--- src/dcvf_pkg.sv ---
// ----------------------------------------------------------------------------
// dcvf_pkg
// Types and constants of the density cell voxel fill block.
// ----------------------------------------------------------------------------
`timescale 1ns / 1ps

package dcvf_pkg;

	localparam int DENSITY_BITS = 32;
	localparam int ACC_BITS     = DENSITY_BITS + 4;
	localparam int TILE_BITS    = 8;
	localparam int INDEX_BITS   = 15;
	localparam int ROW_CNT_BITS = 5;
	localparam int CFG_IDX_BITS = 2;

	localparam logic [CFG_IDX_BITS-1:0] REG_SEA_LEVEL  = 2'd0;
	localparam logic [CFG_IDX_BITS-1:0] REG_FLUID_TILE = 2'd1;
	localparam logic [CFG_IDX_BITS-1:0] REG_SOLID_TILE = 2'd2;

	localparam logic [TILE_BITS-1:0] SEA_LEVEL_RST  = 8'd32;
	localparam logic [TILE_BITS-1:0] FLUID_TILE_RST = 8'd11;
	localparam logic [TILE_BITS-1:0] SOLID_TILE_RST = 8'd87;
	localparam logic [TILE_BITS-1:0] EMPTY_TILE     = 8'd0;

	typedef logic signed [DENSITY_BITS-1:0] dens_t;
	typedef logic signed [ACC_BITS-1:0]     acc_t;

	typedef struct packed {
		logic [1:0] cell_x;
		logic [1:0] cell_z;
		logic [3:0] cell_y;
		dens_t      dens_x0z0_lo;
		dens_t      dens_x0z1_lo;
		dens_t      dens_x1z0_lo;
		dens_t      dens_x1z1_lo;
		dens_t      dens_x0z0_hi;
		dens_t      dens_x0z1_hi;
		dens_t      dens_x1z0_hi;
		dens_t      dens_x1z1_hi;
	} cell_in_t;

	typedef struct packed {
		logic [INDEX_BITS-1:0] tile_index;
		logic [TILE_BITS-1:0]  tile_z0;
		logic [TILE_BITS-1:0]  tile_z1;
		logic [TILE_BITS-1:0]  tile_z2;
		logic [TILE_BITS-1:0]  tile_z3;
		logic                  last_of_cell;
	} tile_row_t;

endpackage

--- src/density_cell_voxel_fill.sv ---
// ----------------------------------------------------------------------------
// density_cell_voxel_fill
// Trilinear upsampling of a coarse density cell into rows of voxel tiles.
// ----------------------------------------------------------------------------
//
//  channel  | handshake          | payload
//  ---------+--------------------+-----------------------
//  coarse   | start / busy       | dcvf_pkg::cell_in_t
//  row      | strobe             | dcvf_pkg::tile_row_t
//  cfg      | cfg_we, cfg_index  | cfg_data, 8 bits
//
//  a cell gives 32 row beats, one per cycle, set by the row counter that
//  issues one (layer, x step) row into the pipeline each cycle
//  busy drops on the last row issued, so cells follow with no gap
//  first row beat follows the start beat through the row sequencer, then six register stages
//  reset clears sequencer and valid bits, registers take 32 / 11 / 87
//  the receiver cannot stall; every row beat is taken as it is shown
// ----------------------------------------------------------------------------
`timescale 1ns / 1ps

module density_cell_voxel_fill (
	input  logic                                clk,
	input  logic                                arst_n,
	input  logic                                start,
	output logic                                busy,
	input  dcvf_pkg::cell_in_t                  coarse,
	output logic                                strobe,
	output dcvf_pkg::tile_row_t                 row,
	input  logic                                cfg_we,
	input  logic [dcvf_pkg::CFG_IDX_BITS-1:0]   cfg_index,
	input  logic [dcvf_pkg::TILE_BITS-1:0]      cfg_data
);

	typedef struct packed {
		logic [1:0] cx;
		logic [1:0] cz;
		logic [3:0] cy;
		logic [2:0] ys;
		logic [1:0] xs;
		logic       last;
	} meta_t;

	localparam logic [dcvf_pkg::ROW_CNT_BITS-1:0] ROW_LAST = 5'd31;

	logic [dcvf_pkg::TILE_BITS-1:0] sea_level_q, fluid_tile_q, solid_tile_q;

	logic                               act_q;
	logic [dcvf_pkg::ROW_CNT_BITS-1:0]  cnt_q;
	logic                               accept;
	logic                               issue;

	dcvf_pkg::acc_t lo_in [4];
	dcvf_pkg::acc_t hi_in [4];
	dcvf_pkg::acc_t lo_q [4];
	dcvf_pkg::acc_t step_q [4];
	logic [1:0] cx_q, cz_q;
	logic [3:0] cy_q;

	logic vld_s1, vld_s2, vld_s3, vld_s4, vld_s5, vld_s6;
	meta_t meta_s1, meta_s2, meta_s3, meta_s4, meta_s5;
	dcvf_pkg::acc_t v_s1 [4];
	dcvf_pkg::acc_t v0_s2, v1_s2, sx1_s2, sx2_s2;
	dcvf_pkg::acc_t d1_s3, d2_s3;
	dcvf_pkg::acc_t d1_s4, sv_s4;
	logic [3:0] pos_s5;
	logic       below_s5;
	dcvf_pkg::acc_t dv [4];
	dcvf_pkg::tile_row_t row_s6;
	logic [dcvf_pkg::TILE_BITS-1:0] base_tile;
	logic [dcvf_pkg::TILE_BITS-1:0] tiles [4];

	// configuration registers
	always_ff @(posedge clk or negedge arst_n) begin
		if (!arst_n) begin
			sea_level_q  <= dcvf_pkg::SEA_LEVEL_RST;
			fluid_tile_q <= dcvf_pkg::FLUID_TILE_RST;
			solid_tile_q <= dcvf_pkg::SOLID_TILE_RST;
		end else if (cfg_we) begin
			unique case (cfg_index)
				dcvf_pkg::REG_SEA_LEVEL:  sea_level_q  <= cfg_data;
				dcvf_pkg::REG_FLUID_TILE: fluid_tile_q <= cfg_data;
				dcvf_pkg::REG_SOLID_TILE: solid_tile_q <= cfg_data;
				default: ;
			endcase
		end
	end

	// row sequencer
	assign busy   = act_q && (cnt_q != ROW_LAST);
	assign accept = start && !busy;
	assign issue  = act_q;

	always_ff @(posedge clk or negedge arst_n) begin
		if (!arst_n) begin
			act_q <= 1'b0;
			cnt_q <= '0;
		end else if (accept) begin
			act_q <= 1'b1;
			cnt_q <= '0;
		end else if (act_q) begin
			act_q <= (cnt_q != ROW_LAST);
			cnt_q <= dcvf_pkg::ROW_CNT_BITS'(cnt_q + 5'd1);
		end
	end

	always_comb begin
		lo_in[0] = dcvf_pkg::acc_t'(coarse.dens_x0z0_lo);
		lo_in[1] = dcvf_pkg::acc_t'(coarse.dens_x0z1_lo);
		lo_in[2] = dcvf_pkg::acc_t'(coarse.dens_x1z0_lo);
		lo_in[3] = dcvf_pkg::acc_t'(coarse.dens_x1z1_lo);
		hi_in[0] = dcvf_pkg::acc_t'(coarse.dens_x0z0_hi);
		hi_in[1] = dcvf_pkg::acc_t'(coarse.dens_x0z1_hi);
		hi_in[2] = dcvf_pkg::acc_t'(coarse.dens_x1z0_hi);
		hi_in[3] = dcvf_pkg::acc_t'(coarse.dens_x1z1_hi);
	end

	// cell registers: bottom corners and y steps
	always_ff @(posedge clk) begin
		if (accept) begin
			for (int e = 0; e < 4; e++) begin
				lo_q[e]   <= lo_in[e];
				step_q[e] <= dcvf_pkg::acc_t'(hi_in[e] - lo_in[e]) >>> 3;
			end
			cx_q <= coarse.cell_x;
			cz_q <= coarse.cell_z;
			cy_q <= coarse.cell_y;
		end
	end

	// valid bits
	always_ff @(posedge clk or negedge arst_n) begin
		if (!arst_n) begin
			vld_s1 <= 1'b0;
			vld_s2 <= 1'b0;
			vld_s3 <= 1'b0;
			vld_s4 <= 1'b0;
			vld_s5 <= 1'b0;
			vld_s6 <= 1'b0;
		end else begin
			vld_s1 <= issue;
			vld_s2 <= vld_s1;
			vld_s3 <= vld_s2;
			vld_s4 <= vld_s3;
			vld_s5 <= vld_s4;
			vld_s6 <= vld_s5;
		end
	end

	// s1: edge values at the layer
	always_ff @(posedge clk) begin
		if (issue) begin
			for (int e = 0; e < 4; e++) begin
				v_s1[e] <= lo_q[e] + dcvf_pkg::acc_t'(step_q[e] * $signed({1'b0, cnt_q[4:2]}));
			end
			meta_s1 <= '{cx: cx_q, cz: cz_q, cy: cy_q, ys: cnt_q[4:2], xs: cnt_q[1:0],
				last: (cnt_q == ROW_LAST)};
		end
	end

	// s2: x steps along the z0 and z1 edges
	always_ff @(posedge clk) begin
		if (vld_s1) begin
			v0_s2   <= v_s1[0];
			v1_s2   <= v_s1[1];
			sx1_s2  <= dcvf_pkg::acc_t'(v_s1[2] - v_s1[0]) >>> 2;
			sx2_s2  <= dcvf_pkg::acc_t'(v_s1[3] - v_s1[1]) >>> 2;
			meta_s2 <= meta_s1;
		end
	end

	// s3: row ends at the x step
	always_ff @(posedge clk) begin
		if (vld_s2) begin
			d1_s3   <= v0_s2 + dcvf_pkg::acc_t'(sx1_s2 * $signed({1'b0, meta_s2.xs}));
			d2_s3   <= v1_s2 + dcvf_pkg::acc_t'(sx2_s2 * $signed({1'b0, meta_s2.xs}));
			meta_s3 <= meta_s2;
		end
	end

	// s4: z step
	always_ff @(posedge clk) begin
		if (vld_s3) begin
			d1_s4   <= d1_s3;
			sv_s4   <= dcvf_pkg::acc_t'(d2_s3 - d1_s3) >>> 2;
			meta_s4 <= meta_s3;
		end
	end

	// s5: voxel densities, sign test and sea level test
	always_comb begin
		for (int z = 0; z < 4; z++) begin
			dv[z] = d1_s4 + dcvf_pkg::acc_t'(sv_s4 * $signed({1'b0, 2'(z)}));
		end
	end

	always_ff @(posedge clk) begin
		if (vld_s4) begin
			for (int z = 0; z < 4; z++) begin
				pos_s5[z] <= !dv[z][dcvf_pkg::ACC_BITS-1] && (dv[z] != '0);
			end
			below_s5 <= {1'b0, meta_s4.cy, meta_s4.ys} < sea_level_q;
			meta_s5  <= meta_s4;
		end
	end

	// s6: tile codes and output row
	assign base_tile = below_s5 ? fluid_tile_q : dcvf_pkg::EMPTY_TILE;

	always_comb begin
		for (int z = 0; z < 4; z++) begin
			tiles[z] = pos_s5[z] ? solid_tile_q : base_tile;
		end
	end

	always_ff @(posedge clk) begin
		if (vld_s5) begin
			row_s6.tile_index   <= {meta_s5.cx, meta_s5.xs, meta_s5.cz, 2'b00,
				meta_s5.cy, meta_s5.ys};
			row_s6.tile_z0      <= tiles[0];
			row_s6.tile_z1      <= tiles[1];
			row_s6.tile_z2      <= tiles[2];
			row_s6.tile_z3      <= tiles[3];
			row_s6.last_of_cell <= meta_s5.last;
		end
	end

	assign strobe = vld_s6;
	assign row    = row_s6;

endmodule

--- config.mk ---
export PLATFORM = sky130hd
export DESIGN_NAME = density_cell_voxel_fill
export DESIGN_NICKNAME = d
export VERILOG_FILES = /design/src/dcvf_pkg.sv /design/src/density_cell_voxel_fill.sv
export SDC_FILE = /design/constraint.sdc
export NUM_CORES = 2
export LEC_CHECK = 0
export BUFFER_PORTS_ARGS = -buffer_cell sky130_fd_sc_hd__buf_2
export CAP_MARGIN = 25
export CELL_PAD_IN_SITES_DETAIL_PLACEMENT = 1
export CELL_PAD_IN_SITES_GLOBAL_PLACEMENT = 2
export CORE_UTILIZATION = 35
export CTS_CLUSTER_DIAMETER = 30
export DETAILED_ROUTE_END_ITERATION = 7
export PLACE_DENSITY_LB_ADDON = 0.1
export SYNTH_ARGS = -nofsm -noshare
export SYNTH_HDL_FRONTEND = slang
export SYNTH_SLANG_ARGS = --single-unit
export TNS_END_PERCENT = 1
--- constraint.sdc ---
create_clock -name clk -period 26.2 [get_ports clk]
set_input_delay 3.93 -clock clk [delete_from_list [all_inputs] [get_ports clk]]
set_output_delay 3.93 -clock clk [all_outputs]
set_load 0.01 [all_outputs]
==> flow_summary.json <==
{
  "grt.total_usage_pct": 17.8,
  "skew_ns": 0.0713,
  "worstSkewPairLatency_ns": 0.84,
  "multi_input_area_sq_um": 37800,
  "wl_per_cell_um": 17.5,
  "holdBufCountCts": 0,
  "fmax_ghz": 0.140,
  "synth_area_sq_um": 68200,
  "die_h_um": 444,
  "grt_max_degree": 138,
  "worstMarginPinSlew_ns": 1.01,
  "areaGrowthSynthToFinish_pct": 17.7,
  "clkTransAtPathRegs_ns": 0.05,
  "cts_resized": 0,
  "htreeDepth": 4,
  "cp_data_required_time_ns": 26.89,
  "antenna_found_initial": 20,
  "ys_seq_area_share_pct": 36.7,
  "stdcell_count": 9953,
  "startpoint_type": "flop",
  "end_kind": "flop",
  "vias": 48022,
  "tns_ns": 0,
  "finalCriticalPeriod_ns": 7.16,
  "nNetsFinal": 8660,
  "grt_pass1_vias": 51579,
  "start_util_pct": 35.3,
  "fin_crit_sh_pct": 27.3,
  "firstDrtPassIters": 5,
  "via_per_inst": 4.82,
  "final_max_slew_viol_count": 0,
  "synthTopCellsByCount": "inv_1 (1331), edfxtp_1 (803), ha_1 (791)",
  "finalSetupViolCount": 0,
  "crit_top_cell": "o211ai_1",
  "cp-startpoint": "cnt_q[3]",
  "synth_cell_types": 94,
  "drc": 0,
  "hold_violations": 0,
  "yosys.area.top_type": "edfxtp_1",
  "critical-path-top-delay-family": "compound AO/OA/AOI/OAI gates",
  "synth_area_leaders": "edfxtp_1 (35%), ha_1 (15%), fa_1 (10%)",
  "critical-path-slowest-cell": "a2111oi_0",
  "fillers": 21397,
  "regArea_sq_um": 25100,
  "cts.sinks": 839,
  "syn_inst": 6781,
  "synthFlopType": "edfxtp_1",
  "io_buffers": 325,
  "die_width_um": 444,
  "wl_um": 174000,
  "dieArea_sq_um": 197000,
  "yosys_warnings": 0,
  "rsz0062_at_grt": "no",
  "cts_buffer_depth": 3,
  "worstHoldStart": "meta_s5[0]",
  "drv_cap": 0,
  "hold_class": "flop to flop",
  "ys_ff_latch": 839,
  "async_flop_share_pct": 4.29,
  "io_pins": 328,
  "r2r-start": "cnt_q[3]",
  "worstSetupPathType": "flop to flop",
  "drive_gt1_share_pct": 10.5,
  "grt_pass1_wl_um": 279000,
  "numCtsBuffers": 208,
  "cts_tree": "done",
  "final_util_pct": 41.6,
  "gr-total-overflow": 0,
  "yosys.cell_count.top_type": "inv_1",
  "ant_nets": 0,
  "outcome": "complete, no violations",
  "path_cells": "buf_4 -> buf_4 -> and2_1 -> ha_1 -> inv_1 -> fa_1 -> fa_1 -> inv_1 -> ha_1 -> a21o_1 -> a21oi_1 -> o211ai_1 -> a41oi_1 -> o211ai_1 -> a221oi_1 -> o21ai_0 -> and3_1 -> a2111oi_0 -> o211ai_1 -> o21ai_0",
  "netlist.area_leader.share_pct": 35.3,
  "path_max_fanout": 59,
  "drtIter0Drc": 1694,
  "worst_ep_arrival_time_ns": 7.85,
  "cts_setup_buffers": 0,
  "syn_area_per_cell_sq_um": 10.1,
  "dp_slack_ns": 18.45,
  "synth_edf_count": 803,
  "rows": 161,
  "fin_ws_ns": 19.04,
  "cts_root_buffer": "clkbuf_16",
  "max-slew-margin-rel_pct": 31.8,
  "dpl.hpwl_um": 144000,
  "fp.coreArea_sq_um": 193000,
  "placed_cells": 9555,
  "finalWeightedCongestion": 0.851,
  "cp_num_buf_inv": 4,
  "slowest_delay_ns": 0.67
}
## registers in the layout, summed over array words and instances, names as in the netlist, 34 cells and up
| name | cells |
|---|---|
| sv_s4 | 34 |
| row | 46 |
| d2_s3 | 36 |
| d1_s3 | 36 |
| d1_s4 | 36 |
| v_s1 | 144 |
| v1_s2 | 36 |
| v0_s2 | 36 |
| sx1_s2 | 34 |
| sx2_s2 | 34 |
| step_q | 120 |
| lo_q | 128 |
## layer usage
layer / wire [um] / vias up / GRT usage, %
li1: - / 24059 / -
met5: 10 / - / 0
met1: 85600 / 23145 / 24.0
met2: 79200 / 569 / 29.3
met3: 4640 / 247 / 2.45
met4: 4740 / 2 / 5.58
## final cells by class
class                      instances  share of cell area [%]
clock inverter                   161                    2.65
inverter                        1331                    6.22
clock buffer                     231                    6.63
timing repair buffer             351                    2.30
antenna                            5                  0.0156
tap                             2526                    3.93
sequential                       839                    31.2
multi-input combinational       4509                    47.1
## cell usage in the layout, fill, tap and decap left out, types with 208 or more instances in the layout
master and instances:
fa_1 351, inv_1 1331, o21ai_0 242, a21oi_1 340, ha_1 791, buf_2 325, nor2_1 340, and2_1 499
nand2_1 284, edfxtp_1 803, clkbuf_16 208, xnor2_1 268
## cells by family after synthesis
family	count (synthesis)	synth area share, %
other	1	0.00550
and+or+nand+nor	1661	12.7
adders and majority gates	1142	24.8
xor gates and xnor gates	379	4.86
AOI/OAI and AO/OA	1284	12.4
buffers and inverters	1434	7.94
muxes	41	0.649
DFF	839	36.7
## worst paths after layout
path	end	slack, ns	cells past startpoint
setup reg to reg	v_s1[1][35]	19.04	20
setup / recovery	v_s1[1][35]	19.04	20
min in group asynchronous	sea_level_q[1]	3.23	1
hold / removal	row[0]	0.41	0
max in group asynchronous	vld_s2	22.30	1
hold reg to reg	row[0]	0.41	0
## metrics by stage
step | hold WS (ns) | area [sq um]
floorplan | 0.400 | 68200
global placement | 0.402 | 72800
detailed placement | 0.406 | 72800
CTS | 0.417 | 80300
global route | 0.422 | 80300
finish | 0.415 | 80300
Power is not shown: default switching activity piles up to over one toggle a cycle in this logic, so the estimate is an artifact.
